File: src/rtl/tclb_pkg.sv
package tclb_pkg;

	// default geometry of the row ring
	localparam int ROWS_DEF = 20;
	localparam int COLS_DEF = 40;

	// fixed field widths
	localparam int CHAR_W   = 8;
	localparam int LINE_W   = 5;
	localparam int COLSEL_W = 6;
	localparam int CROW_W   = 5;
	localparam int CCOL_W   = 6;

	// control characters
	localparam logic [CHAR_W-1:0] CH_NUL   = 8'h00;
	localparam logic [CHAR_W-1:0] CH_TAB   = 8'h09;
	localparam logic [CHAR_W-1:0] CH_LF    = 8'h0A;
	localparam logic [CHAR_W-1:0] CH_VT    = 8'h0B;
	localparam logic [CHAR_W-1:0] CH_CR    = 8'h0D;
	localparam logic [CHAR_W-1:0] CH_SPACE = 8'h20;

	typedef enum logic [0:0] {
		OP_WRITE = 1'b0,
		OP_READ  = 1'b1
	} op_t;

	typedef struct packed {
		op_t                 op;
		logic [CHAR_W-1:0]   char_in;
		logic                end_of_text;
		logic [LINE_W-1:0]   line_sel;
		logic [COLSEL_W-1:0] col_sel;
	} cmd_t;

	typedef struct packed {
		logic [CHAR_W-1:0] cell_char;
		logic              line_valid;
		logic [CROW_W-1:0] cursor_row;
		logic [CCOL_W-1:0] cursor_col;
		logic              ring_full;
	} res_t;

	// what the cursor side hands to the response stage with each item
	typedef struct packed {
		op_t                 op;
		logic                line_ok;
		logic                len_vld;
		logic [COLSEL_W-1:0] col;
		logic [CROW_W-1:0]   cursor_row;
		logic [CCOL_W-1:0]   cursor_col;
		logic                ring_full;
	} rd_info_t;

endpackage

File: src/rtl/tclb_resp.sv
module tclb_resp #(
	parameter int COLS = tclb_pkg::COLS_DEF,
	localparam int LW = $clog2(COLS + 1)
) (
	input  logic               clk,
	input  logic               arst_n,
	input  logic               take,
	input  tclb_pkg::rd_info_t info,
	input  logic [LW-1:0]      len_rd,
	input  logic [7:0]         char_rd,
	input  logic               res_stall,
	output logic               res_valid,
	output tclb_pkg::res_t     res,
	output logic               busy
);
	import tclb_pkg::*;

	localparam int MW = (LW > COLSEL_W) ? LW : COLSEL_W;

	logic     s1_vld_q;
	rd_info_t info_s1;
	logic     move, hit;
	res_t     res_d, res_q;
	logic     res_vld_q;

	assign move = s1_vld_q && (!res_vld_q || !res_stall);
	assign busy = s1_vld_q && !move;

	always_ff @(posedge clk or negedge arst_n) begin
		if (!arst_n) begin
			s1_vld_q <= 1'b0;
		end else if (take) begin
			s1_vld_q <= 1'b1;
		end else if (move) begin
			s1_vld_q <= 1'b0;
		end
	end

	always_ff @(posedge clk) begin
		if (take) begin
			info_s1 <= info;
		end
	end

	// memory data lines up with the item in s1
	always_comb begin
		hit = info_s1.line_ok && info_s1.len_vld && (MW'(info_s1.col) < MW'(len_rd));
		res_d.cell_char  = (info_s1.op == OP_READ) ? (hit ? char_rd : CH_SPACE) : '0;
		res_d.line_valid = (info_s1.op == OP_READ) && info_s1.line_ok;
		res_d.cursor_row = info_s1.cursor_row;
		res_d.cursor_col = info_s1.cursor_col;
		res_d.ring_full  = info_s1.ring_full;
	end

	always_ff @(posedge clk or negedge arst_n) begin
		if (!arst_n) begin
			res_vld_q <= 1'b0;
		end else if (move) begin
			res_vld_q <= 1'b1;
		end else if (!res_stall) begin
			res_vld_q <= 1'b0;
		end
	end

	always_ff @(posedge clk) begin
		if (move) begin
			res_q <= res_d;
		end
	end

	assign res_valid = res_vld_q;
	assign res       = res_q;

endmodule

File: config.mk
export PLATFORM = sky130hd
export DESIGN_NAME = tclb_resp
export DESIGN_NICKNAME = d
export VERILOG_FILES = /design/src/rtl/tclb_pkg.sv /design/src/rtl/tclb_resp.sv
export SDC_FILE = /design/constraint.sdc
export NUM_CORES = 1
export LEC_CHECK = 0
export ABC_AREA = 1
export BUFFER_PORTS_ARGS = -buffer_cell sky130_fd_sc_hd__clkbuf_2
export CAP_MARGIN = 15
export CORE_UTILIZATION = 50
export DETAILED_ROUTE_END_ITERATION = 8
export PLACE_DENSITY_LB_ADDON = 0.05
export SETUP_SLACK_MARGIN = 0.1
export SLEW_MARGIN = 25
export SYNTH_ARGS = -nofsm -noshare
export SYNTH_HDL_FRONTEND = slang
export SYNTH_SLANG_ARGS = --single-unit
export TNS_END_PERCENT = 50
File: constraint.sdc
create_clock -name clk -period 3.15 [get_ports clk]
set_input_delay 0.63 -clock clk [delete_from_list [all_inputs] [get_ports clk]]
set_output_delay 0.63 -clock clk [all_outputs]
set_load 0.03 [all_outputs]
Word-level counts from Yosys, hierarchy flattened. Cells that the tools add are included.

Eq/ne operators: 1. Multiplexer cells: 5. Reduce and logical (&&, ||, !) cells: 11. Magnitude comparators: 1.

Operators by type and width (count): < comparator 6 bit (1); 2-to-1 mux 6 bit (1); logical AND 1 bit (5); 2-to-1 mux 1 bit (4); zero test 1 bit (3); != test 2 x 1 -> 1 bit, second input constant (1); AND reduction 2 bit (1); nonzero test 2 bit (1); logical OR 1 bit (1).

Flip-flop bits (word level): 44. Output and inout port bits: 23. Input port bits: 39. Word-level logic and storage cells: 33.

Depth between registers and ports, before layout.
Word-level depth: 5. Mapped depth: 8. Mapped depth without buffers: 8.

Worst setup path before layout. OpenSTA, ideal clock, no wires.

Kind: input port to flip-flop. From: input port res_stall. To: register res_q (netlist bit res[0]), enable pin. Arrival time: 1.711 ns. Path slack: 1.033 ns. Buffers on the path: 0. Library setup time: 0.406 ns. Data required time: 2.744 ns. Stages on the path: 1. Cells stage by stage: a21oi_1.

Longest elaborated chain between the ends: 3.

Ends and longest elaborated chain: start: declaration (line tclb_resp.sv:11) `input logic res_stall,`; zero test 1 bit; logical OR 1 bit (line tclb_resp.sv:26) `assign move = s1_vld_q && (!res_vld_q || !res_stall);`; logical AND 1 bit (line tclb_resp.sv:26); end signal: assignment (line tclb_resp.sv:67) `res_q <= res_d;`; end: declaration (line tclb_resp.sv:23) `res_t res_d, res_q;`.

No other way between the ends. A chain may end at the register's enable or synchronous reset.

Worst setup path in the final report.
From: register res_vld_q, in the netlist res_valid. To: output port busy.

Longest elaborated chain between the ends: 5.

Ends and longest elaborated chain: start: declaration (line tclb_resp.sv:24) `logic res_vld_q;`; start signal: assignment (line tclb_resp.sv:57) `res_vld_q <= 1'b0;`; start signal: assignment (line tclb_resp.sv:59) `res_vld_q <= 1'b1;`; start signal: assignment (line tclb_resp.sv:61) `res_vld_q <= 1'b0;`; zero test 1 bit (line tclb_resp.sv:26); logical OR 1 bit (line tclb_resp.sv:26); logical AND 1 bit (line tclb_resp.sv:26); zero test 1 bit (line tclb_resp.sv:27) `assign busy = s1_vld_q && !move;`; logical AND 1 bit (line tclb_resp.sv:27); end: declaration (line tclb_resp.sv:14) `output logic busy`.

No other way between the ends.

==> results.txt <==
The non-filler instance count after layout is 211. The largest net degree at the start of global routing came out at 23. The worst setup slack after placement is 1190 ps.

The signal on the critical path passes through nand2_1 > nor2_1 > clkbuf_2. For this design, the sink count on the clock tree is 44. After the last flow step, the layout net total stands at 210.

The horizontal die dimension is 58.1 um. The quantity of gates resized following cts is 0. The synthesized flop and latch total is 44. The reported max-cap violation count came out at 0. The post-synthesis compound-gate area fraction came out at 0.635%. The share of the yosys chip area belonging to registers is 83.2%. For this block, the initial DRC count from the detailed router was 22.

The post-route minimum period came out at 1780 ps. After clock tree synthesis, the flow added hold-fix buffers numbering 0. The number of endpoints failing setup at the final stage came out at 0. The synthesized-area fraction occupied by adder cells is 3.97%. Cells fill 66.0% of the core in the end. The cell count after synthesis came out at 98.

The H-tree generated during clock tree synthesis spans 2 levels. The maximum net fanout on the critical path came out at 3. The post-synthesis mux area share is 0%. The first global-routing pass estimated 3240 um of wire. The routed via count divided by cell count came out at 4.26. The final clock skew is 3.74 ps. The initial antenna violation count came to 0. The starting density of the core is 52.0%. The slew at the pin with the worst max-slew slack came out at 643 ps. The count of endpoints failing hold in the final timing report is 0. The final weighted congestion of routability-driven global placement came out at 0.680. Summing all placed instances gives a cell area of 1940 sq um. The clock-pin slew of the registers on the worst-case setup and hold paths came out at 110 ps. The mean instance size in the synthesized netlist is 16.1 sq um.

The distinct cell type count of the synthesized netlist came out at 11. The required time at the endpoint of the critical path is 2520 ps. The number of global-route vias before repair came out at 827. The top cell types in the final layout, fill and taps aside, are 61 x clkbuf_2, 42 x edfxtp_1, 19 x inv_1. During I/O placement, the number of pins put on the boundary was 62. The total overflow reported by the global router is 0. The total of warnings raised by yosys is 0. The detailed router placed 898 vias in this run. The DRC violation count after routing is 0.

The relative max-transition margin came out at 57.1%. The count of port buffers added during placement came out at 61. The library cell used most frequently in the layout, excluding fill and tap cells, is clkbuf_2. Dividing the detail-routed wire length by the instance count gives 9.71 um. The final number of max-transition violations is 0. After Yosys synthesis, and, or, nand and nor cells account for 7.63% of the synthesized area. The delay of the slowest critical-path stage is 420 ps.

The largest individual stage delay along the critical path comes from the cell dfrtp_1. The site row count is 20. The run finished with clean final reports.

CTS placed an instance of clkbuf_4 at the clock tree root. The placed cell count is 203. The detailed placer's ending HPWL came out at 1550 um. The post-synth design cell area came out at 1580 sq um. The latest clock arrival within the worst-skew pair is 330 ps. From synthesis to final layout, the design area changed by 26.9%. The layout has 245 filler cells.

The floorplan core area is 3030 sq um. The die outline height came out at 58.1 um. For this run, the detailed router's first-pass iteration total came to 6. TritonCTS built the clock tree.

The maximum clock frequency is 0.562 GHz. Global routing used 13.5% of the available tracks. Summed over all failing endpoints, the final setup total negative slack is 0 ps. The total power density per cell area is 543 nW/um^2. The share of cells above drive strength 1 came out at 43.1%. The number of buffers added for setup after CTS came out at 0.

The number of nets produced by synthesis is 142. The antenna cell count is 0. The share of the clock period used by the worst path after layout came out at 56.5%. The critical path data arrival time came out at 1150 ps. Setup repair after global routing left no endpoint under its margin. With fillers left out, the area of the finished cells amounts to 2000 sq um. Wires add up to 2050 um. The die covers 3380 sq um. The critical path launch point type is a flip-flop.

Across the VDD grid, the largest voltage drop is 0.303 mV. In this run the worst hold path is classified as in -> async. The type of the setup path with the least slack is reg -> out. STA classifies the critical path endpoint as a primary output.

The TritonCTS buffer count came out at 5. Setup slack on the critical path of the routed design comes to 1370 ps. The dominant combinational cell family by area after synthesis is simple AND/OR/NAND/NOR gates. Of the total synthesized cell area, the portion taken by XOR and XNOR cells is 0%. The number of nets still failing antenna checks after routing is 0. The number of buffers between clock root and the deepest sink came out at 2. In this run the static leakage power is 0.916 nW.
## worst max-delay path: cells and delay by family (launching register included)
kind,cells,cell delay (ps)
flip-flops,1,420
AND/OR/NAND/NOR,2,190
buffers and inverters,1,220
## worst paths after layout
check                                            from               endpoint  slack [ps]  cells past startpoint
worst max register to register  info_s1[17]$_DFFE_PP_  res[14]$_SDFFCE_PN0P_        1750                      6
worst min-delay path                           arst_n   s1_vld_q$_DFFE_PN0P_          70                      1
max in group asynchronous                      arst_n  res_valid$_DFFE_PN0P_        2990                      1
min in group clk                 info_s1[3]$_DFFE_PP_       res[3]$_DFFE_PP_         430                      0
worst max-delay path            res_valid$_DFFE_PN0P_                   busy        1370                      3
worst min register to register   info_s1[3]$_DFFE_PP_       res[3]$_DFFE_PP_         430                      0
## metrics by stage
step | hold WS (ps) | power (W)
floorplan | 334 | 0.000800
global placement | 401 | 0.000852
detailed placement | 405 | 0.000857
CTS | 43.9 | 0.00110
global route | 34.0 | 0.00114
finish | 65.8 | 0.00109
## power breakdown
part | internal, W | switching, W
Clock | 0.0000851 | 0.000159
Combinational | 0.0000439 | 0.0000914
Sequential | 0.000694 | 0.0000127
## synth_stat cells
cell      number  share of area, %
or2_2          1              0.40
inv_1         19               4.5
edfxtp_1      42                80
nand3_2        1              0.64
nor2_2         2              0.79
nor2_1         9               2.1
a21oi_1        2              0.64
ha_1           5               4.0
nand3_1        1              0.32
dfrtp_1        2               3.2
nand2_1       14               3.3
## final cells by class
type                            instances  area [sq um]  share of cell area, %
Timing Repair Buffer                   61           305                   15.3
Sequential cell                        44          1310                   65.6
Multi-Input combinational cell         35           204                   10.2
Clock inverter                          2          11.3                  0.563
Clock buffer                            6          41.3                   2.07
Inverter                               19          71.3                   3.57
Tap cell                               44          55.1                   2.75
## sequential cells by signal, indices dropped and copies added (netlist names)
| signal | cells |
|---|---|
| info_s1 | 21 |
| res_valid | 1 |
| res | 21 |
| s1_vld_q | 1 |
## kinds of logic (layout without fill, tap and decap cells)
logic type,after synthesis,after routing
AND/OR/NAND/NOR,28,28
buffers and inverters,19,88
AO/OA/AOI/OAI,2,2
flip-flops,44,44
adder cells (fa/ha/maj),5,5
## per-layer routing
layer | share of wire (%) | track usage, % | up-vias
li1 | - | - | 463
met1 | 39 | 13.5 | 395
met2 | 53 | 24.5 | 38
met3 | 7.1 | 4.69 | 2
met4 | 0.78 | 7.14 | 0
met5 | 0 | 0 | -
No activity file was read; power rests on OpenSTA's default activity.
