--- config.mk ---
export PLATFORM = sky130hd
export DESIGN_NAME = tclb_cursor
export DESIGN_NICKNAME = d
export VERILOG_FILES = /design/src/rtl/tclb_pkg.sv /design/src/rtl/tclb_cursor.sv
export SDC_FILE = /design/constraint.sdc
export NUM_CORES = 1
export LEC_CHECK = 0
export ABC_AREA = 1
export BUFFER_PORTS_ARGS = -buffer_cell sky130_fd_sc_hd__buf_2
export CORE_UTILIZATION = 55
export DETAILED_ROUTE_END_ITERATION = 7
export GPL_ROUTABILITY_DRIVEN = 1
export PLACE_DENSITY_LB_ADDON = 0.12
export SKIP_CTS_REPAIR_TIMING = 1
export SLEW_MARGIN = 20
export SYNTH_ARGS = -nofsm -noshare
export SYNTH_HDL_FRONTEND = slang
export SYNTH_SLANG_ARGS = --single-unit
--- constraint.sdc ---
create_clock -name clk -period 6.55 [get_ports clk]
set_input_delay 0.655 -clock clk [delete_from_list [all_inputs] [get_ports clk]]
set_output_delay 0.655 -clock clk [all_outputs]
set_load 0.02 [all_outputs]
--- src/rtl/tclb_pkg.sv ---
package tclb_pkg;

	// default geometry of the row ring
	localparam int ROWS_DEF = 20;
	localparam int COLS_DEF = 40;

	// fixed field widths
	localparam int CHAR_W   = 8;
	localparam int LINE_W   = 5;
	localparam int COLSEL_W = 6;
	localparam int CROW_W   = 5;
	localparam int CCOL_W   = 6;

	// control characters
	localparam logic [CHAR_W-1:0] CH_NUL   = 8'h00;
	localparam logic [CHAR_W-1:0] CH_TAB   = 8'h09;
	localparam logic [CHAR_W-1:0] CH_LF    = 8'h0A;
	localparam logic [CHAR_W-1:0] CH_VT    = 8'h0B;
	localparam logic [CHAR_W-1:0] CH_CR    = 8'h0D;
	localparam logic [CHAR_W-1:0] CH_SPACE = 8'h20;

	typedef enum logic [0:0] {
		OP_WRITE = 1'b0,
		OP_READ  = 1'b1
	} op_t;

	typedef struct packed {
		op_t                 op;
		logic [CHAR_W-1:0]   char_in;
		logic                end_of_text;
		logic [LINE_W-1:0]   line_sel;
		logic [COLSEL_W-1:0] col_sel;
	} cmd_t;

	typedef struct packed {
		logic [CHAR_W-1:0] cell_char;
		logic              line_valid;
		logic [CROW_W-1:0] cursor_row;
		logic [CCOL_W-1:0] cursor_col;
		logic              ring_full;
	} res_t;

	// what the cursor side hands to the response stage with each item
	typedef struct packed {
		op_t                 op;
		logic                line_ok;
		logic                len_vld;
		logic [COLSEL_W-1:0] col;
		logic [CROW_W-1:0]   cursor_row;
		logic [CCOL_W-1:0]   cursor_col;
		logic                ring_full;
	} rd_info_t;

endpackage

--- src/rtl/tclb_cursor.sv ---
module tclb_cursor #(
	parameter int ROWS = tclb_pkg::ROWS_DEF,
	parameter int COLS = tclb_pkg::COLS_DEF,
	localparam int RW = $clog2(ROWS),
	localparam int CW = $clog2(COLS + 1),
	localparam int AW = $clog2(ROWS * COLS)
) (
	input  logic               clk,
	input  logic               arst_n,
	input  logic               take,
	input  tclb_pkg::cmd_t     cmd,
	output logic               char_we,
	output logic [AW-1:0]      char_waddr,
	output logic [7:0]         char_wdata,
	output logic               len_we,
	output logic [RW-1:0]      len_waddr,
	output logic [CW-1:0]      len_wdata,
	output logic               rd_re,
	output logic [AW-1:0]      char_raddr,
	output logic [RW-1:0]      len_raddr,
	output tclb_pkg::rd_info_t info
);
	import tclb_pkg::*;

	localparam int SW = ((RW > LINE_W) ? RW : LINE_W) + 1;
	localparam logic [RW-1:0] LAST_ROW = RW'(ROWS - 1);
	localparam logic [CW-1:0] COL_END  = CW'(COLS);

	logic [RW-1:0]   row_q, row_mid, row_d;
	logic [CW-1:0]   col_q, col_mid, col_d;
	logic            full_q, full_mid, full_d;
	logic            cr_pend_q, cr_pend_d;
	logic [ROWS-1:0] vld_q, vld_d;
	logic            brk_pend, brk_now, put_char, is_wr;
	logic [SW-1:0]   line_x, rot_x;
	logic [RW-1:0]   phys;
	logic            line_ok;

	assign is_wr = take && (cmd.op == OP_WRITE);

	// cursor update for a write item
	always_comb begin
		brk_pend = (col_q >= COL_END);
		row_mid  = row_q;
		full_mid = full_q;
		col_mid  = col_q;
		if (brk_pend) begin
			col_mid = '0;
			if (row_q == LAST_ROW) begin
				row_mid  = '0;
				full_mid = 1'b1;
			end else begin
				row_mid = row_q + 1'b1;
			end
		end
		row_d     = row_mid;
		full_d    = full_mid;
		col_d     = col_mid;
		brk_now   = 1'b0;
		put_char  = 1'b0;
		cr_pend_d = 1'b0;
		case (cmd.char_in) inside
			CH_NUL, CH_TAB, CH_VT: begin
			end
			CH_CR: begin
				col_d = COL_END;
				if (!cmd.end_of_text) begin
					cr_pend_d = 1'b1;
					brk_now   = 1'b1;
				end
			end
			CH_LF: begin
				if (!cr_pend_q) begin
					col_d   = COL_END;
					brk_now = 1'b1;
				end
			end
			default: begin
				put_char = 1'b1;
				col_d    = col_mid + 1'b1;
				if ((col_d == COL_END) && !cmd.end_of_text) begin
					brk_now = 1'b1;
				end
			end
		endcase
		if (brk_now) begin
			col_d = '0;
			if (row_mid == LAST_ROW) begin
				row_d  = '0;
				full_d = 1'b1;
			end else begin
				row_d = row_mid + 1'b1;
			end
		end
	end

	// row live bits: a cleared row reads as length zero
	always_comb begin
		vld_d = vld_q;
		if (brk_pend) begin
			vld_d[row_mid] = 1'b0;
		end
		if (put_char) begin
			vld_d[row_mid] = 1'b1;
		end
		if (brk_now) begin
			vld_d[row_d] = 1'b0;
		end
	end

	always_ff @(posedge clk or negedge arst_n) begin
		if (!arst_n) begin
			row_q     <= '0;
			col_q     <= '0;
			full_q    <= 1'b0;
			cr_pend_q <= 1'b0;
			vld_q     <= '0;
		end else if (is_wr) begin
			row_q     <= row_d;
			col_q     <= col_d;
			full_q    <= full_d;
			cr_pend_q <= cr_pend_d;
			vld_q     <= vld_d;
		end
	end

	assign char_we    = is_wr && put_char;
	assign char_waddr = AW'(int'(row_mid) * COLS + int'(col_mid));
	assign char_wdata = cmd.char_in;
	assign len_we     = is_wr && put_char;
	assign len_waddr  = row_mid;
	assign len_wdata  = col_mid + 1'b1;

	// display line to ring row
	always_comb begin
		line_x = SW'(cmd.line_sel);
		rot_x  = SW'(row_q) + SW'(1) + line_x;
		if (rot_x >= SW'(ROWS)) begin
			rot_x = rot_x - SW'(ROWS);
		end
		line_ok = full_q ? (line_x < SW'(ROWS)) : (line_x <= SW'(row_q));
		phys    = full_q ? RW'(rot_x) : RW'(cmd.line_sel);
	end

	assign rd_re      = take && (cmd.op == OP_READ);
	assign char_raddr = AW'(int'(phys) * COLS + int'(cmd.col_sel));
	assign len_raddr  = phys;

	always_comb begin
		info.op      = cmd.op;
		info.line_ok = line_ok;
		info.len_vld = line_ok && vld_q[phys];
		info.col     = cmd.col_sel;
		if (cmd.op == OP_WRITE) begin
			info.cursor_row = CROW_W'(row_d);
			info.cursor_col = CCOL_W'(col_d);
			info.ring_full  = full_d;
		end else begin
			info.cursor_row = CROW_W'(row_q);
			info.cursor_col = CCOL_W'(col_q);
			info.ring_full  = full_q;
		end
	end

	a_full_sticky: assert property (@(posedge clk) disable iff (!arst_n)
		full_q |=> full_q)
		else $error("ring full flag dropped");

	a_cr_at_col0: assert property (@(posedge clk) disable iff (!arst_n)
		cr_pend_q |-> (col_q == '0))
		else $error("cr memory set with cursor off column zero");

	a_row_live: assert property (@(posedge clk) disable iff (!arst_n)
		((col_q != '0) && (col_q != COL_END)) |-> vld_q[row_q])
		else $error("cursor row holds text but is marked empty");

	a_wrap_sets_full: assert property (@(posedge clk) disable iff (!arst_n)
		(is_wr && brk_now && (row_mid == LAST_ROW)) |=> (full_q && (row_q == '0)))
		else $error("rollover did not mark the ring full");

endmodule

-- After elaboration in Yosys (flattened, before gate mapping)
Index checks and enable logic that the tools add are counted.
- input bits: 24
- register bits: 33
- word-level logic and storage cells: 85
- output and inout bits: 68
- bitwise gates (word level): 6
- reduce and logical (&&, ||, !) cells: 10
- multipliers: 2
- eq/ne operators: 7
- add/subtract/negate cells: 8
- magnitude comparators: 9
- multiplexer cells: 38
- operators by type and width (kind ; count):
    $mux 20 ; 3
    $and 20x20->20 ; 2
    $not 20->20 ; 2
    $mux 6 ; 6
    $eq 8x4->1 const B ; 4
    $mux 5 ; 6
    $add 10x6->10 ; 2
    $or 20x20->20 ; 1
    $mux 1 ; 19
    $lt 5x6->1 const B ; 3
    $mul 5x3->7 const B ; 2
    $mux 12 ; 1
    $add 5x1->5 const B ; 2
    $demux 1 s5 ; 2
    $eq 5x5->1 const B ; 2
    $ge 5x1->1 const B ; 2
    $logic_not 8->1 ; 1
    $logic_and 1x1->1 ; 7
    $add 5x1->6 const B ; 1
    $add 6x1->6 const B ; 1
    $add 6x5->6 ; 1
    $eq 6x6->1 const B ; 1
    $ge 6x5->1 const B ; 1
    $ge 6x6->1 const B ; 1
    7 further kinds ; 7

-- Logic depth before layout (Yosys ltp)
- depth in word-level cells: 17
- gate-level depth with buffers: 22
- gate-level depth less buffers: 22

-- Worst setup path after synthesis
No wires, ideal clock.
- path kind: input port to output port
- start point: in cmd[6] (netlist name)
- end point: out char_raddr[9]
- cell stages on the path: 20
- arrival: 4.207 ns
- setup slack: 1.688 ns
- data required time: 5.895 ns
- path buffers: 0
- cells stage by stage: inv_1 -> ha_1 -> inv_1 -> fa_1 -> xnor2_1 -> inv_1 -> ha_1 -> inv_1 -> o21ai_0 -> nand2_1 -> nand2_1 -> nand3_1 -> nand2_1 -> ha_1 -> ha_1 -> fa_1 -> xor2_1 -> nand4_1 -> xnor2_1 -> xor2_1
- cells in the longest elaborated chain, start to end: 6
- elaborated cells on any way between the ends: 7
- classes of those cells: 3 x add/sub; 1 x mul; 1 x order compare; 2 x mux
- RTL lines (what ; line ; text):
    from (decl) ; tclb_cursor.sv:11 ; input tclb_pkg::cmd_t cmd,
    $add 6x5->6 * ; tclb_cursor.sv:137 ; rot_x = SW'(row_q) + SW'(1) + line_x;
    $sub 5x5->5 or $ge 6x5->1 (tied branches) ; tclb_cursor.sv:139, tclb_cursor.sv:138 ;
    $mux 5 * ; tclb_cursor.sv:138 ; if (rot_x >= SW'(ROWS)) begin
    $mux 5 * ; tclb_cursor.sv:142 ; phys = full_q ? RW'(rot_x) : RW'(cmd.line_sel);
    via len_raddr[3] ; tclb_cursor.sv:20 ; output logic [RW-1:0] len_raddr,
    $mul 5x3->7 * ; tclb_cursor.sv:146 ; assign char_raddr = AW'(int'(phys) * COLS + int'(cmd.col_sel));
    $add 10x6->10 * ; tclb_cursor.sv:146 ;
    to (decl) ; tclb_cursor.sv:19 ; output logic [AW-1:0] char_raddr,
The timed path passes the listed nets; every way through them passes the cells marked *.

-- Worst setup path in the final report
- start point: reg row_q[2]
- end point: out char_raddr[9]
- cells in the longest elaborated chain, start to end: 7
- elaborated cells on any way between the ends: 8
- classes of those cells: 4 x add/sub; 1 x mul; 1 x order compare; 2 x mux
- RTL lines (what ; line ; text):
    from (decl) ; tclb_cursor.sv:29 ; logic [RW-1:0] row_q, row_mid, row_d;
    from (signal assigned) ; tclb_cursor.sv:119 ; row_q <= row_d;
    $add 5x1->6 * ; tclb_cursor.sv:137 ;
    $add 6x5->6 * ; tclb_cursor.sv:137 ;
    $sub 5x5->5 or $ge 6x5->1 (tied branches) ; tclb_cursor.sv:139, tclb_cursor.sv:138 ;
    $mux 5 * ; tclb_cursor.sv:138 ;
    $mux 5 * ; tclb_cursor.sv:142 ;
    $mul 5x3->7 * ; tclb_cursor.sv:146 ;
    $add 10x6->10 * ; tclb_cursor.sv:146 ;
Every way passes the cells marked *; elsewhere a longest branch is shown, timed or not.

==> results.md <==
* Worst Path Required at 5890 ps
* Clk Latency, worst-skew pair at 290 ps
* Iteration count of the initial detailed-routing pass at 5
* CP arrival at 4680 ps
* Synth async-reset ratio at 100%
* GRT Overall Usage at 27.2%
* Post-synthesis mux area share at 0%
* Critical Path End Type: primary output
* Fin crit period at 5340 ps
* Fillers at 691
* CTS max path bufs at 2
* Total core area at 0.00737 mm^2
* Layout cell share with drive strength beyond 1 at 20.6%
* Initial antenna violation count at 0
* Grt total ovfl at 0
* Crit path cell chain: inv_1, ha_1, inv_1, a21oi_1, nand2_1, nand2_1, nand2_1, ha_1, nand3_1, inv_1, o21ai_0, nand2_1, nand2_1, nand3_1, nand2_1, ha_1, ha_1, fa_1, xor2_1, nand4_1, xnor2_1, xor2_1, buf_2
* Startpoint Class: flip-flop
* Post-synthesis cell area at 0.00427 mm^2
* Leak pwr at 2.43 nW
* R2R Setup Slk at 3260 ps
* Reg2reg path depth at 19
* Root buf cell: clkbuf_8
* Area grow syn2layout at 8.32%
* Num rows at 31
* Number of flops mapped to enable cells by yosys at 0
* Syn avg cell area at 6.87 um^2
* Buffer and inverter count on the worst path at 4
* Initial Util at 58.0%
* Simple-gate share of the synthesized area at 35.8%
* Setup-failing EPs final at 0
* Via count at 4,262
* Commonest non-fill, non-tap cell in the layout: nand2_1
* Htree depth at 2
* Post-Synth XOR/XNOR Area at 3.89%
* Syn Nets at 687
* Post-synthesis sequential area ratio at 19.3%
* Number of port buffers at 82
* Post-DP HPWL at 8290 um
* Setup Crit Path Kind: flip-flop to primary output
* TritonCTS Sinks at 33
* #FFs+latches synth at 33
* Max Slew Vio Count at 0
* Fin crit share at 81.5%
* Slew margin rel. at 47.9%
* Final hold viol count at 0
* Cell family with most CP delay: adder cells
* Status: finished, final reports clean
* Clock skew at 6.44 ps
* Least-Margin Pin Slew at 782 ps
* GPL Wtd Cong at 0.919
* Maximum vdd drop at 0.292 mV
* DRC at 0
* Post-synthesis cell type count at 53
* Wire per inst at 13.8 um
* Synth Warn # at 0
* CTS Buf Count at 5
* Setup tns final at 0 ps
* F_max at 187 MHz
* Die H at 90.1 um
* Main synth FF type: dfrtp_1
* Clock transition at path regs at 70 ps
* Final WL at 10,700 um
* CP max-delay cell: dfrtp_1
* Most Frequent Cell on Critical Path: nand2_1
* IO Count at 92
* Vias/cell at 5.51
* Die W at 90.1 um
* Largest net degree at the start of global routing at 46
* Largest family of logic cells by synthesized area: simple AND/OR/NAND/NOR gates
* Die area at 0.00813 mm^2
* Post-synthesis compound-gate area fraction at 14.8%
* Worst R2R End: vld_q[19]$_DFFE_PN0P_
* Most frequent cells in the layout: nand2_1 (187), buf_2 (82), inv_1 (63)
* Class of the worst hold path: primary input to async pin
* Diodes inserted at 0
* Max stage delay on crit path at 460 ps
* P per Cell Area at 514 mW/mm^2
* Number of DRC markers in iteration 0 at 309
* Final ANT Viol Nets at 0
* Place WS at 1440 ps
* RSZ-0062 raised after global routing: no
* First-pass GRT wire length at 18,300 um
* Worst R2R Start: col_q[3]$_DFFE_PN0P_
* CP max FO at 7
* Slack of the critical path at 1210 ps
* Adder-cell share of the synthesized area at 12.9%
* Vias in the first global route at 3,933
* CTS tree: yes
* Max-cap violations at 0
* Synth Instances at 622
* Nets at 738
-- cells in the mapped netlist (2+ instances only) --
library cell | count | area, um^2
o221ai_1 | 3 | 26.3
nand3_1 | 40 | 200
nor2_8 | 2 | 40.0
nor2_4 | 2 | 22.5
clkbuf_1 | 12 | 45.0
nand2_4 | 10 | 113
buf_2 | 2 | 10.0
o21bai_1 | 2 | 15.0
xor2_1 | 12 | 105
o211ai_1 | 5 | 37.5
fa_1 | 5 | 100
o21ai_2 | 2 | 17.5
nor2_1 | 23 | 86.3
o21ai_0 | 43 | 215
ha_1 | 36 | 450
nand4_1 | 15 | 93.8
a32o_1 | 4 | 40.0
nor3_1 | 5 | 25.0
nand2_2 | 2 | 12.5
nor2_2 | 8 | 50.1
o22ai_1 | 11 | 68.8
a21oi_1 | 21 | 105
nand2_1 | 187 | 702
dfrtp_1 | 33 | 826
nand4_2 | 2 | 25.0
inv_1 | 63 | 236
xnor2_1 | 7 | 61.3
buf_4 | 20 | 150
buf_6 | 4 | 45.0
o21ai_1 | 10 | 50.1
nand3_2 | 6 | 60.1
inv_2 | 4 | 15.0
-- cell families after synthesis --
group | Yosys count
xor+xnor | 19
fa+ha+maj | 41
buf+inv | 111
simple gates | 310
flops | 33
compound gates | 108
-- how the worst max path moves through the flow --
| stage | from | cells after the start | slack [ps] | end |
|---|---|---|---|---|
| 6_report | row_q[2]$_DFFE_PN0P_ | 23 | 1210 | char_raddr[9] |
| 5_1_grt | row_q[2]$_DFFE_PN0P_ | 23 | 840 | char_raddr[9] |
| 4_1_cts | row_q[2]$_DFFE_PN0P_ | 23 | 1260 | char_raddr[9] |
| 3_5_place_dp | cmd[6] | 22 | 1440 | char_raddr[9] |
| 3_3_place_gp | cmd[6] | 22 | 1630 | char_raddr[9] |
| 2_1_floorplan | cmd[6] | 20 | 1690 | char_raddr[9] |
-- cell type report --
| type | instances | area (um^2) | share of cell area (%) |
|---|---|---|---|
| Inverter | 71 | 284 | 6.14 |
| Timing Repair Buffer | 84 | 425 | 9.19 |
| Clock buffer | 6 | 72.6 | 1.57 |
| Multi-Input combinational cell | 478 | 2890 | 62.4 |
| Tap cell | 99 | 124 | 2.68 |
| Sequential cell | 33 | 826 | 17.8 |
| Clock inverter | 2 | 10.0 | 0.216 |
-- per-layer routing --
metal	global-route usage (%)	share of wire [%]	wire (um)	vias up
li1	-	-	-	2138
met1	36.7	46	4870	1972
met2	47.3	48	5140	142
met3	2.71	5.3	570	10
met4	5.38	0.75	80	0
met5	0	0	0	-
-- power by group --
part,switching (mW),internal [mW]
Combinational,1.21,0.649
Clock,0.0812,0.0737
Sequential,0.0895,0.274
-- sequential cells by signal, indices dropped and copies added (netlist names) --
name,cells
col_q,6
cr_pend_q,1
full_q,1
row_q,5
vld_q,20
-- worst reg2reg max path: cells and delay by family (launching register included) --
kind | cells | cell delay (ps)
AOI/OAI and AO/OA | 1 | 650
buffers and inverters | 3 | 300
DFF | 1 | 500
adders and majority gates | 1 | 200
and+or+nand+nor | 14 | 1540
-- through the flow --
| stage | utilization [%] | power [mW] | area, um^2 | std cells | hold WS (ps) |
|---|---|---|---|---|---|
| floorplan | - | 1.76 | 4270 | 622 | 359 |
| global placement | 61.6 | 2.17 | 4540 | 765 | 483 |
| detailed placement | 61.6 | 2.22 | 4540 | 765 | 491 |
| CTS | 62.7 | 2.38 | 4620 | 773 | 473 |
| global route | 62.8 | 2.61 | 4630 | 773 | 505 |
| finish | 62.8 | 2.38 | 4630 | 773 | 438 |
Power figures use the tool's default switching activity.
