### config.mk
export PLATFORM = sky130hd
export DESIGN_NAME = tclb_ram
export DESIGN_NICKNAME = d
export VERILOG_FILES = /design/src/rtl/tclb_pkg.sv /design/src/rtl/tclb_ram.sv
export SDC_FILE = /design/constraint.sdc
export NUM_CORES = 1
export LEC_CHECK = 0
export BUFFER_PORTS_ARGS = -buffer_cell sky130_fd_sc_hd__buf_2
export CAP_MARGIN = 10
export CORE_AREA = 2 2 113 115
export DETAILED_ROUTE_END_ITERATION = 10
export DIE_AREA = 0 0 115 117
export PLACE_DENSITY = 0.74
export RECOVER_POWER = 25
export SLEW_MARGIN = 0
export SYNTH_ARGS = -nofsm -noshare
export SYNTH_HDL_FRONTEND = slang
export SYNTH_SLANG_ARGS = --single-unit
### constraint.sdc
create_clock -name clk -period 3 [get_ports clk]
set_input_delay 0.3 -clock clk [delete_from_list [all_inputs] [get_ports clk]]
set_output_delay 0.3 -clock clk [all_outputs]
set_load 0.01 [all_outputs]
### src/rtl/tclb_pkg.sv
package tclb_pkg;

	// default geometry of the row ring
	localparam int ROWS_DEF = 20;
	localparam int COLS_DEF = 40;

	// fixed field widths
	localparam int CHAR_W   = 8;
	localparam int LINE_W   = 5;
	localparam int COLSEL_W = 6;
	localparam int CROW_W   = 5;
	localparam int CCOL_W   = 6;

	// control characters
	localparam logic [CHAR_W-1:0] CH_NUL   = 8'h00;
	localparam logic [CHAR_W-1:0] CH_TAB   = 8'h09;
	localparam logic [CHAR_W-1:0] CH_LF    = 8'h0A;
	localparam logic [CHAR_W-1:0] CH_VT    = 8'h0B;
	localparam logic [CHAR_W-1:0] CH_CR    = 8'h0D;
	localparam logic [CHAR_W-1:0] CH_SPACE = 8'h20;

	typedef enum logic [0:0] {
		OP_WRITE = 1'b0,
		OP_READ  = 1'b1
	} op_t;

	typedef struct packed {
		op_t                 op;
		logic [CHAR_W-1:0]   char_in;
		logic                end_of_text;
		logic [LINE_W-1:0]   line_sel;
		logic [COLSEL_W-1:0] col_sel;
	} cmd_t;

	typedef struct packed {
		logic [CHAR_W-1:0] cell_char;
		logic              line_valid;
		logic [CROW_W-1:0] cursor_row;
		logic [CCOL_W-1:0] cursor_col;
		logic              ring_full;
	} res_t;

	// what the cursor side hands to the response stage with each item
	typedef struct packed {
		op_t                 op;
		logic                line_ok;
		logic                len_vld;
		logic [COLSEL_W-1:0] col;
		logic [CROW_W-1:0]   cursor_row;
		logic [CCOL_W-1:0]   cursor_col;
		logic                ring_full;
	} rd_info_t;

endpackage

### src/rtl/tclb_ram.sv
module tclb_ram #(
	parameter int W = tclb_pkg::CHAR_W,
	parameter int D = tclb_pkg::ROWS_DEF,
	localparam int AW = $clog2(D)
) (
	input  logic          clk,
	input  logic          we,
	input  logic [AW-1:0] waddr,
	input  logic [W-1:0]  wdata,
	input  logic          re,
	input  logic [AW-1:0] raddr,
	output logic [W-1:0]  rdata
);
	logic [W-1:0] mem_q [D];
	logic [W-1:0] rdata_q;

	always_ff @(posedge clk) begin
		if (we) begin
			mem_q[waddr] <= wdata;
		end
		if (re) begin
			rdata_q <= mem_q[raddr];
		end
	end

	assign rdata = rdata_q;

endmodule

Word-level counts from Yosys, hierarchy flattened --
Memories as Yosys holds them, arrays and structs flattened. A register that Yosys moved wholly into a read port is not among the register bits. Cells that the tools add are included.
Word-level totals: flip-flop bits (word level) 0, bits in writable memories 160, word-level logic and storage cells 3, memories kept 1
Operators by class: multiplexer cells 2
Memory list:
- mem_q | depth 20, width 8, rd ports 1, clocked after memory_dff 1, write ports 1, RTL line tclb_ram.sv:14 | logic [W-1:0] mem_q [D];
Operators with widths (count):
- $mux W1 | 2

Logic depth before layout (Yosys ltp) --
Gate-level depths: netlist of the first run.
depth in word-level cells 2, depth in mapped cells 7, depth with buffers taken out 4

Worst setup path before layout of the first run --
No wires, ideal clock.
path kind reg2reg, start mem mem_q[7][7] (netlist name), end reg rdata_q[7] (netlist: rdata[7]) (read register of mem_q) (data pin), library setup time 271 ps, arrival 1379 ps, setup slack 1351 ps, stages on the path, launching flop included 5, buffers on the path 0, path through edfxtp_1 mux4_1 mux2_2 a221oi_2 a21oi_1
RTL lines:
- from (decl) | RTL line tclb_ram.sv:14
- to (decl) | RTL line tclb_ram.sv:15 | logic [W-1:0] rdata_q;

==> results.toml, run 1 <==
[cts]
cts_buffers = 17
clock-root-buffer = "clkbuf_16"
clk_latency_ns = 0.43
htree_num_levels = 4
cts_tree = "built"
cts_sinks = 168
cts.path.max_buffers = 2
worst_setup_hold_path_clk_slew_ns = 0.06
cts_hold_buf = 0
postCtsSetupBuffers = 0
cts_resized = 0

[route]
drt_iter0_drc = 318
dr.pass1.iters = 5
ant_nets = 0
route.detailed.drc = 0
wl_per_cell_um = 26.0
routed_wl_mm = 13.3
vias = 3138
vias_per_cell = 6.14

[synthesis]
netlist_area_um2 = 6560
ys_ff_latch = 168
syn_inst = 308
synth_seq_area_share = 0.769
ys_types = 30
synth_area_leaders = "edfxtp_1 77%, mux4_2 7.2%, mux4_1 4.4%"
synth_top_cell_by_area = "edfxtp_1"
yosysWarnings = 0
netlist.area_leader.share = 0.769
synth_nets = 329
syn_area_per_cell_um2 = 21.3

[cells_and_area]
final_cell_mix = "168 x edfxtp_1, 23 x mux2i_1, 23 x buf_2"
drive_gt1_frac = 0.235
nets = 369
syn2layout_area_growth_pct = 12.4
diodes = 0
layout_commonest_cell = "edfxtp_1"

[grt]
grtUsageTotal = 0.217
grt_start_max_net_pins = 27
antenna_found_initial = 0
gr-total-overflow = 0
grt_pass1_vias = 3127
grt_pass1_wl_mm = 20.0

[setup_path]
reg2reg_to = "rdata[7]$_DFFE_PP_"
setup.worst_path.class = "in -> reg"
crit_chain = "buf_2, buf_4, mux4_1, o21ai_0, o211ai_1"
max_stage_delay_ns = 0.60
endpoint_kind = "flip-flop"
path_delay_family = "buffers and inverters"
r2r_start = "mem_q[5][7]$_DFFE_PP_"
required_ns = 3.15
crit_slowest_cell = "mux4_1"
crit_fanout = 17
path_buf_inv = 2
cp-start-kind = "input port"
reg2reg_depth = 4
cp.arrival_ns = 2.03
rrSetupSlack_ns = 1.13

[placed_design]
routabilityCongestion = 0.804
place_hpwl_mm = 8.47
io_buffers = 28

[pwr]
fin_total_pwr_mw = 4.93
switching_share = 0.205
p_leak_nw = 2.43
p_clk_frac = 0.419
p_per_area_nw_per_um2 = 668
pwr-share-seq = 0.534
p_sw_mw = 1.01
ir_drop_mv = 0.385
intPower_mw = 3.92
combPwrFrac = 0.047

[sta]
rsz0062_at_grt = "no"
fmax_ghz = 0.531
slew_headroom = 0.346
worstMarginPinSlew_ns = 0.978
period_share = 0.628
min_period_ns = 1.88
drv_slew = 0
hold_viol_final = 0
whs_ns = 0.327
setup_tns_ns = 0
skew_ns = 0.00911
finalSetupViolCount = 0

[hold_path]
holdPathEnd = "rdata[7]$_DFFE_PP_"
min_path_cells = 2
hold_start = "raddr[4]"
hold_path.class = "in -> reg"

[floorplan]
die_w_um = 115
pin_count = 29
coreArea_um2 = 12300
start_util = 0.533
dieArea_um2 = 13500
fp-row-count = 41
fp.dieH_um = 117

[status]
status = "completed"

[job]
cap_violations = 0
-- power groups by stage --
stage	Combinational, mW	Clock (mW)	Sequential (mW)
global placement	0.230	0	2.68
CTS	0.237	2.08	2.63
detailed placement	0.236	0	2.68
floorplan	0.136	0	2.68
global route	0.251	2.17	2.64
finish	0.233	2.06	2.63
-- state kept, by name, indices dropped and copies added (netlist names) --
register  flops
rdata         8
mem_q       160
-- cell families after synthesis --
kind of cell           synth area share
flip-flops                        0.769
multiplexers                      0.153
AND/OR/NAND/NOR                  0.0303
AO/OA/AOI/OAI                    0.0278
buffers and inverters            0.0202
-- through the flow --
stage | instances | instance area [µm²] | util | worst slack, ns
detailed placement | 479 | 6820 | 0.554 | 0.707
finish | 511 | 7380 | 0.599 | 1.12
CTS | 511 | 7380 | 0.600 | 1.13
floorplan | 308 | 6560 | - | 1.35
global placement | 479 | 6820 | 0.554 | 0.760
global route | 511 | 7380 | 0.599 | 1.03
-- area by class of cell --
cell class,instances,area [µm²]
Clock inverter,15,136
Inverter,1,3.75
Tap cell,150,188
Multi-Input combinational cell,124,1390
Clock buffer,17,425
Timing Repair Buffer,36,194
Fill cell,861,4930
Sequential cell,168,5040
-- worst reg2reg max path: cells and delay by family, from the launching register on --
| family | cells | cell delay, ns |
|---|---|---|
| compound gates | 2 | 0.41 |
| flops | 1 | 0.38 |
| mux | 2 | 0.81 |
-- synthesized netlist by cell type (all sizes together) --
master / n
mux4: 32
a21oi: 2
buf: 8
inv: 1
or3b: 2
edfxtp: 168
a2bb2oi: 1
mux2: 1
and2: 1
or2: 1
o21ai: 7
or3: 1
o211ai: 7
nor2b: 2
nand3: 1
clkbuf: 7
nor2: 22
nand2: 9
nand2b: 1
a221oi: 8
mux2i: 23
nand3b: 3
-- metal layers --
metal	share of wire	track usage	wire length (µm)	vias to the layer above
li1	-	-	-	1363
met1	0.40	0.287	5310	1577
met2	0.50	0.351	6630	173
met3	0.085	0.0597	1130	25
met4	0.017	0.0779	223	0
met5	0	0	0	-
-- worst max path at each step --
stage,startpoint,to,slack (ns),depth (start not counted)
final,raddr[0],rdata[3]$_DFFE_PP_,1.12,5
after global routing,raddr[0],rdata[3]$_DFFE_PP_,1.03,5
after CTS,mem_q[5][7]$_DFFE_PP_,rdata[7]$_DFFE_PP_,1.13,4
after detailed placement,raddr[0],rdata[3]$_DFFE_PP_,0.71,5
after global placement,raddr[0],rdata[3]$_DFFE_PP_,0.76,5
after floorplan,mem_q[7][7]$_DFFE_PP_,rdata[7]$_DFFE_PP_,1.35,4
Note: power is estimated with default switching activity, not from simulation.
==> inputs of run 2 (changes only) <==
==> constraint.sdc (replaced) <==
create_clock -name clk -period 2 [get_ports clk]
set_input_delay 0.2 -clock clk [delete_from_list [all_inputs] [get_ports clk]]
set_output_delay 0.2 -clock clk [all_outputs]
set_load 0.01 [all_outputs]
==> results.toml, run 2 (synthesis results as in run 1) <==
[status]
status = "completed"

[floorplan]
start_util = 0.533
fp-row-count = 41
pin_count = 29
fp.dieH_um = 117
die_w_um = 115
coreArea_um2 = 12300
dieArea_um2 = 13500

[cells_and_area]
diodes = 0
nets = 395
drive_gt1_frac = 0.282
n_fill_cell = 852
fin_util = 0.615
syn2layout_area_growth_pct = 15.5
layout_commonest_cell = "edfxtp_1"
final_cell_mix = "168 x edfxtp_1, 32 x buf_4, 23 x mux2i_1, 23 x buf_2, 22 x nor2_1"
largest_register_ffs = 160
regMostFlops = "mem_q"

[sta]
drv_slew = 0
layout_setup_ws_ns = 0.213
slew_headroom = 0.372
whs_ns = 0.223
fmax_ghz = 0.560
finalSetupViolCount = 0
min_period_ns = 1.79
skew_ns = 0.00738
worstMarginPinSlew_ns = 0.941
setup_tns_ns = 0
rsz0062_at_grt = "no"
period_share = 0.893
hold_viol_final = 0

[cts]
cts_hold_buf = 0
cts_tree = "built"
clock-root-buffer = "clkbuf_16"
cts.path.max_buffers = 2
cts_buffers = 17
cts_sinks = 168
clk_latency_ns = 0.42
htree_num_levels = 4
postCtsSetupBuffers = 0
worst_setup_hold_path_clk_slew_ns = 0.06
cts_resized = 0

[route]
wl_per_cell_um = 24.6
vias_per_cell = 6.05
ant_nets = 0
routed_wl_mm = 13.2
vias = 3249
drt_iter0_drc = 321
route.detailed.drc = 0
dr.pass1.iters = 5

[grt]
grt_start_max_net_pins = 25
gr-total-overflow = 0
grtUsageTotal = 0.216
grt_pass1_vias = 3192
antenna_found_initial = 0
grt_pass1_wl_mm = 19.9

[setup_path]
setup.worst_path.class = "reg -> reg"
cp-start-kind = "flip-flop"
rrSetupSlack_ns = 0.21
cp.arrival_ns = 1.95
required_ns = 2.16
crit_slowest_cell = "mux4_1"
crit_chain = "mux4_1, mux2_2, a221oi_2, a21oi_1"
endpoint_kind = "flip-flop"
crit_fanout = 1
max_stage_delay_ns = 0.51

[placed_design]
routabilityCongestion = 0.803
io_buffers = 28
post-place-ws_ns = 0.0139
place_hpwl_mm = 8.51

[pwr]
pwr-share-seq = 0.542
switching_share = 0.205
fin_total_pwr_mw = 7.28
p_sw_mw = 1.49
p_per_area_nw_per_um2 = 961
p_leak_nw = 2.56
intPower_mw = 5.79
combPwrFrac = 0.051
p_clk_frac = 0.406
ir_drop_mv = 0.600

[hold_path]
hold_path.class = "in -> reg"

[job]
cap_violations = 0
-- run 2: cell types whose count changed in the layout (fill, tap and decap cells not counted) --
cell       change
buf_12         +2
buf_4         +24
bufinv_16      -1
clkbuf_1       +3
clkinv_1       -1
clkinv_2       -3
clkinv_4       +2
-- run 2: power by group through the flow --
stage,Clock (mW),Combinational [mW],Sequential [mW]
floorplan,0,0.204,4.02
global placement,0,0.366,4.02
detailed placement,0,0.378,4.02
CTS,3.01,0.380,3.95
global route,3.15,0.404,3.95
finish,2.96,0.375,3.95
-- run 2: cell type report --
type	count	area, µm²	area share
flip-flops and latches	168	5040	0.666
inverters	1	3.75	0.000495
clock inverters	12	105	0.0139
repair buffers	62	414	0.0547
well taps	150	188	0.0248
clock buffers	20	437	0.0576
multi-input cells	124	1390	0.183
-- run 2: through the flow --
stage / instance area, µm² / cells
5_1_grt: 7580 / 537
3_3_place_gp: 7040 / 505
2_1_floorplan: 6560 / 308
6_report: 7580 / 537
4_1_cts: 7580 / 537
3_5_place_dp: 7040 / 505
-- run 2: worst paths after layout --
path	startpoint	to	depth (start not counted)
setup / recovery	mem_q[14][7]$_DFFE_PP_	rdata[7]$_DFFE_PP_	4
setup reg to reg	mem_q[14][7]$_DFFE_PP_	rdata[7]$_DFFE_PP_	4
hold reg to reg	mem_q[4][4]$_DFFE_PP_	rdata[4]$_DFFE_PP_	3
hold / removal	raddr[4]	rdata[7]$_DFFE_PP_	2
-- run 2: critical path, delay by kind of cell (launching register included) --
kind           cells  cell delay [ns]
flip-flops         1             0.39
AO/OA/AOI/OAI      2             0.34
multiplexers       2             0.80
-- run 2: layer usage --
| layer | global-route usage | part of all wire |
|---|---|---|
| met1 | 0.316 | 0.43 |
| met2 | 0.324 | 0.47 |
| met3 | 0.0438 | 0.071 |
| met4 | 0.0908 | 0.021 |
| met5 | 0 | 0 |
==> inputs of run 3 (changes only) <==
--- a/config.mk
+++ b/config.mk
@@ -7,10 +7,10 @@
 export LEC_CHECK = 0
 export BUFFER_PORTS_ARGS = -buffer_cell sky130_fd_sc_hd__buf_2
 export CAP_MARGIN = 10
-export CORE_AREA = 2 2 113 115
+export CORE_AREA = 2 2 107 109
 export DETAILED_ROUTE_END_ITERATION = 10
-export DIE_AREA = 0 0 115 117
-export PLACE_DENSITY = 0.74
+export DIE_AREA = 0 0 109 111
+export PLACE_DENSITY = 0.81
 export RECOVER_POWER = 25
 export SLEW_MARGIN = 0
 export SYNTH_ARGS = -nofsm -noshare
==> results.toml, run 3 (synthesis results as in run 1) <==
[grt]
grt_start_max_net_pins = 21
antenna_found_initial = 0
grt_pass1_vias = 3456
gr-total-overflow = 0
grt_pass1_wl_mm = 20.7
grtUsageTotal = 0.252

[cells_and_area]
final_cell_mix = "168 x edfxtp_1, 32 x buf_4, 23 x mux2i_1, 23 x buf_2, 22 x nor2_1"
regMostFlops = "mem_q"
diodes = 0
largest_register_ffs = 160
layout_commonest_cell = "edfxtp_1"
syn2layout_area_growth_pct = 15.6
n_fill_cell = 666
final_cells = 529
nets = 395
fin_util = 0.685
drive_gt1_frac = 0.282

[cts]
postCtsSetupBuffers = 0
worst_setup_hold_path_clk_slew_ns = 0.06
htree_num_levels = 4
cts_resized = 0
clock-root-buffer = "clkbuf_16"
clk_latency_ns = 0.42
cts_sinks = 168
cts_hold_buf = 0
cts.path.max_buffers = 2
cts_tree = "built"
cts_buffers = 17

[sta]
setup_tns_ns = 0
whs_ns = 0.188
slew_headroom = 0.425
finalSetupViolCount = 0
period_share = 0.865
fmax_ghz = 0.578
drv_slew = 0
skew_ns = 0.00674
hold_viol_final = 0
rsz0062_at_grt = "no"
worstMarginPinSlew_ns = 0.863
min_period_ns = 1.73

[setup_path]
cp-start-kind = "flip-flop"
max_stage_delay_ns = 0.49
crit_slowest_cell = "mux4_1"
endpoint_kind = "flip-flop"
crit_chain = "mux4_1, mux2_2, a221oi_2, a21oi_1"
required_ns = 2.17
cp.arrival_ns = 1.90
crit_fanout = 1
setup.worst_path.class = "reg -> reg"

[floorplan]
fp.dieH_um = 111
coreArea_um2 = 11100
fp-row-count = 39
die_w_um = 109
pin_count = 29
start_util = 0.592
dieArea_um2 = 12100

[placed_design]
place_inst = 498
io_buffers = 28
place_hpwl_mm = 8.59
routabilityCongestion = 0.806

[route]
dr.pass1.iters = 5
wl_per_cell_um = 25.9
highest_layer = "met4"
met3WireLength_mm = 1.27
vias = 3322
route.detailed.drc = 0
drt-met1-wl_mm = 5.27
drt_iter0_drc = 343
routed_wl_mm = 13.7
met2WireLength_mm = 6.78
vias_per_cell = 6.28
ant_nets = 0

[job]
cap_violations = 0

[hold_path]
hold_path.class = "in -> reg"

[pwr]
fin_total_pwr_mw = 7.43
p_per_area_nw_per_um2 = 980
ir_drop_mv = 0.604
p_leak_nw = 2.57

[status]
status = "completed"
## run 3: area by class of cell
type / count / area, µm² / share of cell area
tap: 143 / 179 / 0.0236
clock buffer: 19 / 433 / 0.0571
inverter: 1 / 3.75 / 0.000495
multi-input combinational: 124 / 1390 / 0.183
timing repair buffer: 62 / 414 / 0.0546
sequential: 168 / 5040 / 0.665
clock inverter: 12 / 126 / 0.0167
## run 3: report_power, final
group | internal [mW] | switching [mW] | leakage, nW | total (mW)
logic | 0.151 | 0.219 | 0.781 | 0.370
clock network | 1.82 | 1.29 | 0.266 | 3.11
registers | 3.93 | 0.0158 | 1.52 | 3.95
total | 5.91 | 1.52 | 2.57 | 7.43
## run 3: worst paths after layout
check | slack [ns] | startpoint | end | depth (start not counted)
setup / recovery | 0.27 | mem_q[14][7]$_DFFE_PP_ | rdata[7]$_DFFE_PP_ | 4
hold reg to reg | 0.76 | mem_q[13][4]$_DFFE_PP_ | rdata[4]$_DFFE_PP_ | 3
setup reg to reg | 0.27 | mem_q[14][7]$_DFFE_PP_ | rdata[7]$_DFFE_PP_ | 4
hold / removal | 0.19 | raddr[2] | rdata[7]$_DFFE_PP_ | 3
## run 3: critical path: cells and delay by family, from the launching register on
family | cells | cell delay (ns)
AOI/OAI and AO/OA | 2 | 0.33
DFF | 1 | 0.37
muxes | 2 | 0.78
## run 3: per-layer routing
metal,vias to the layer above,GRT usage
li1,1414,-
met1,1685,0.358
met2,193,0.367
met3,30,0.0770
met4,0,0.105
met5,-,0
## run 3: per-stage QoR
stage | cell area [µm²] | worst slack [ns]
detailed placement | 7030 | 0.0504
global route | 7590 | 0.205
global placement | 7030 | 0.0674
floorplan | 6560 | 0.351
finish | 7590 | 0.270
CTS | 7590 | 0.268
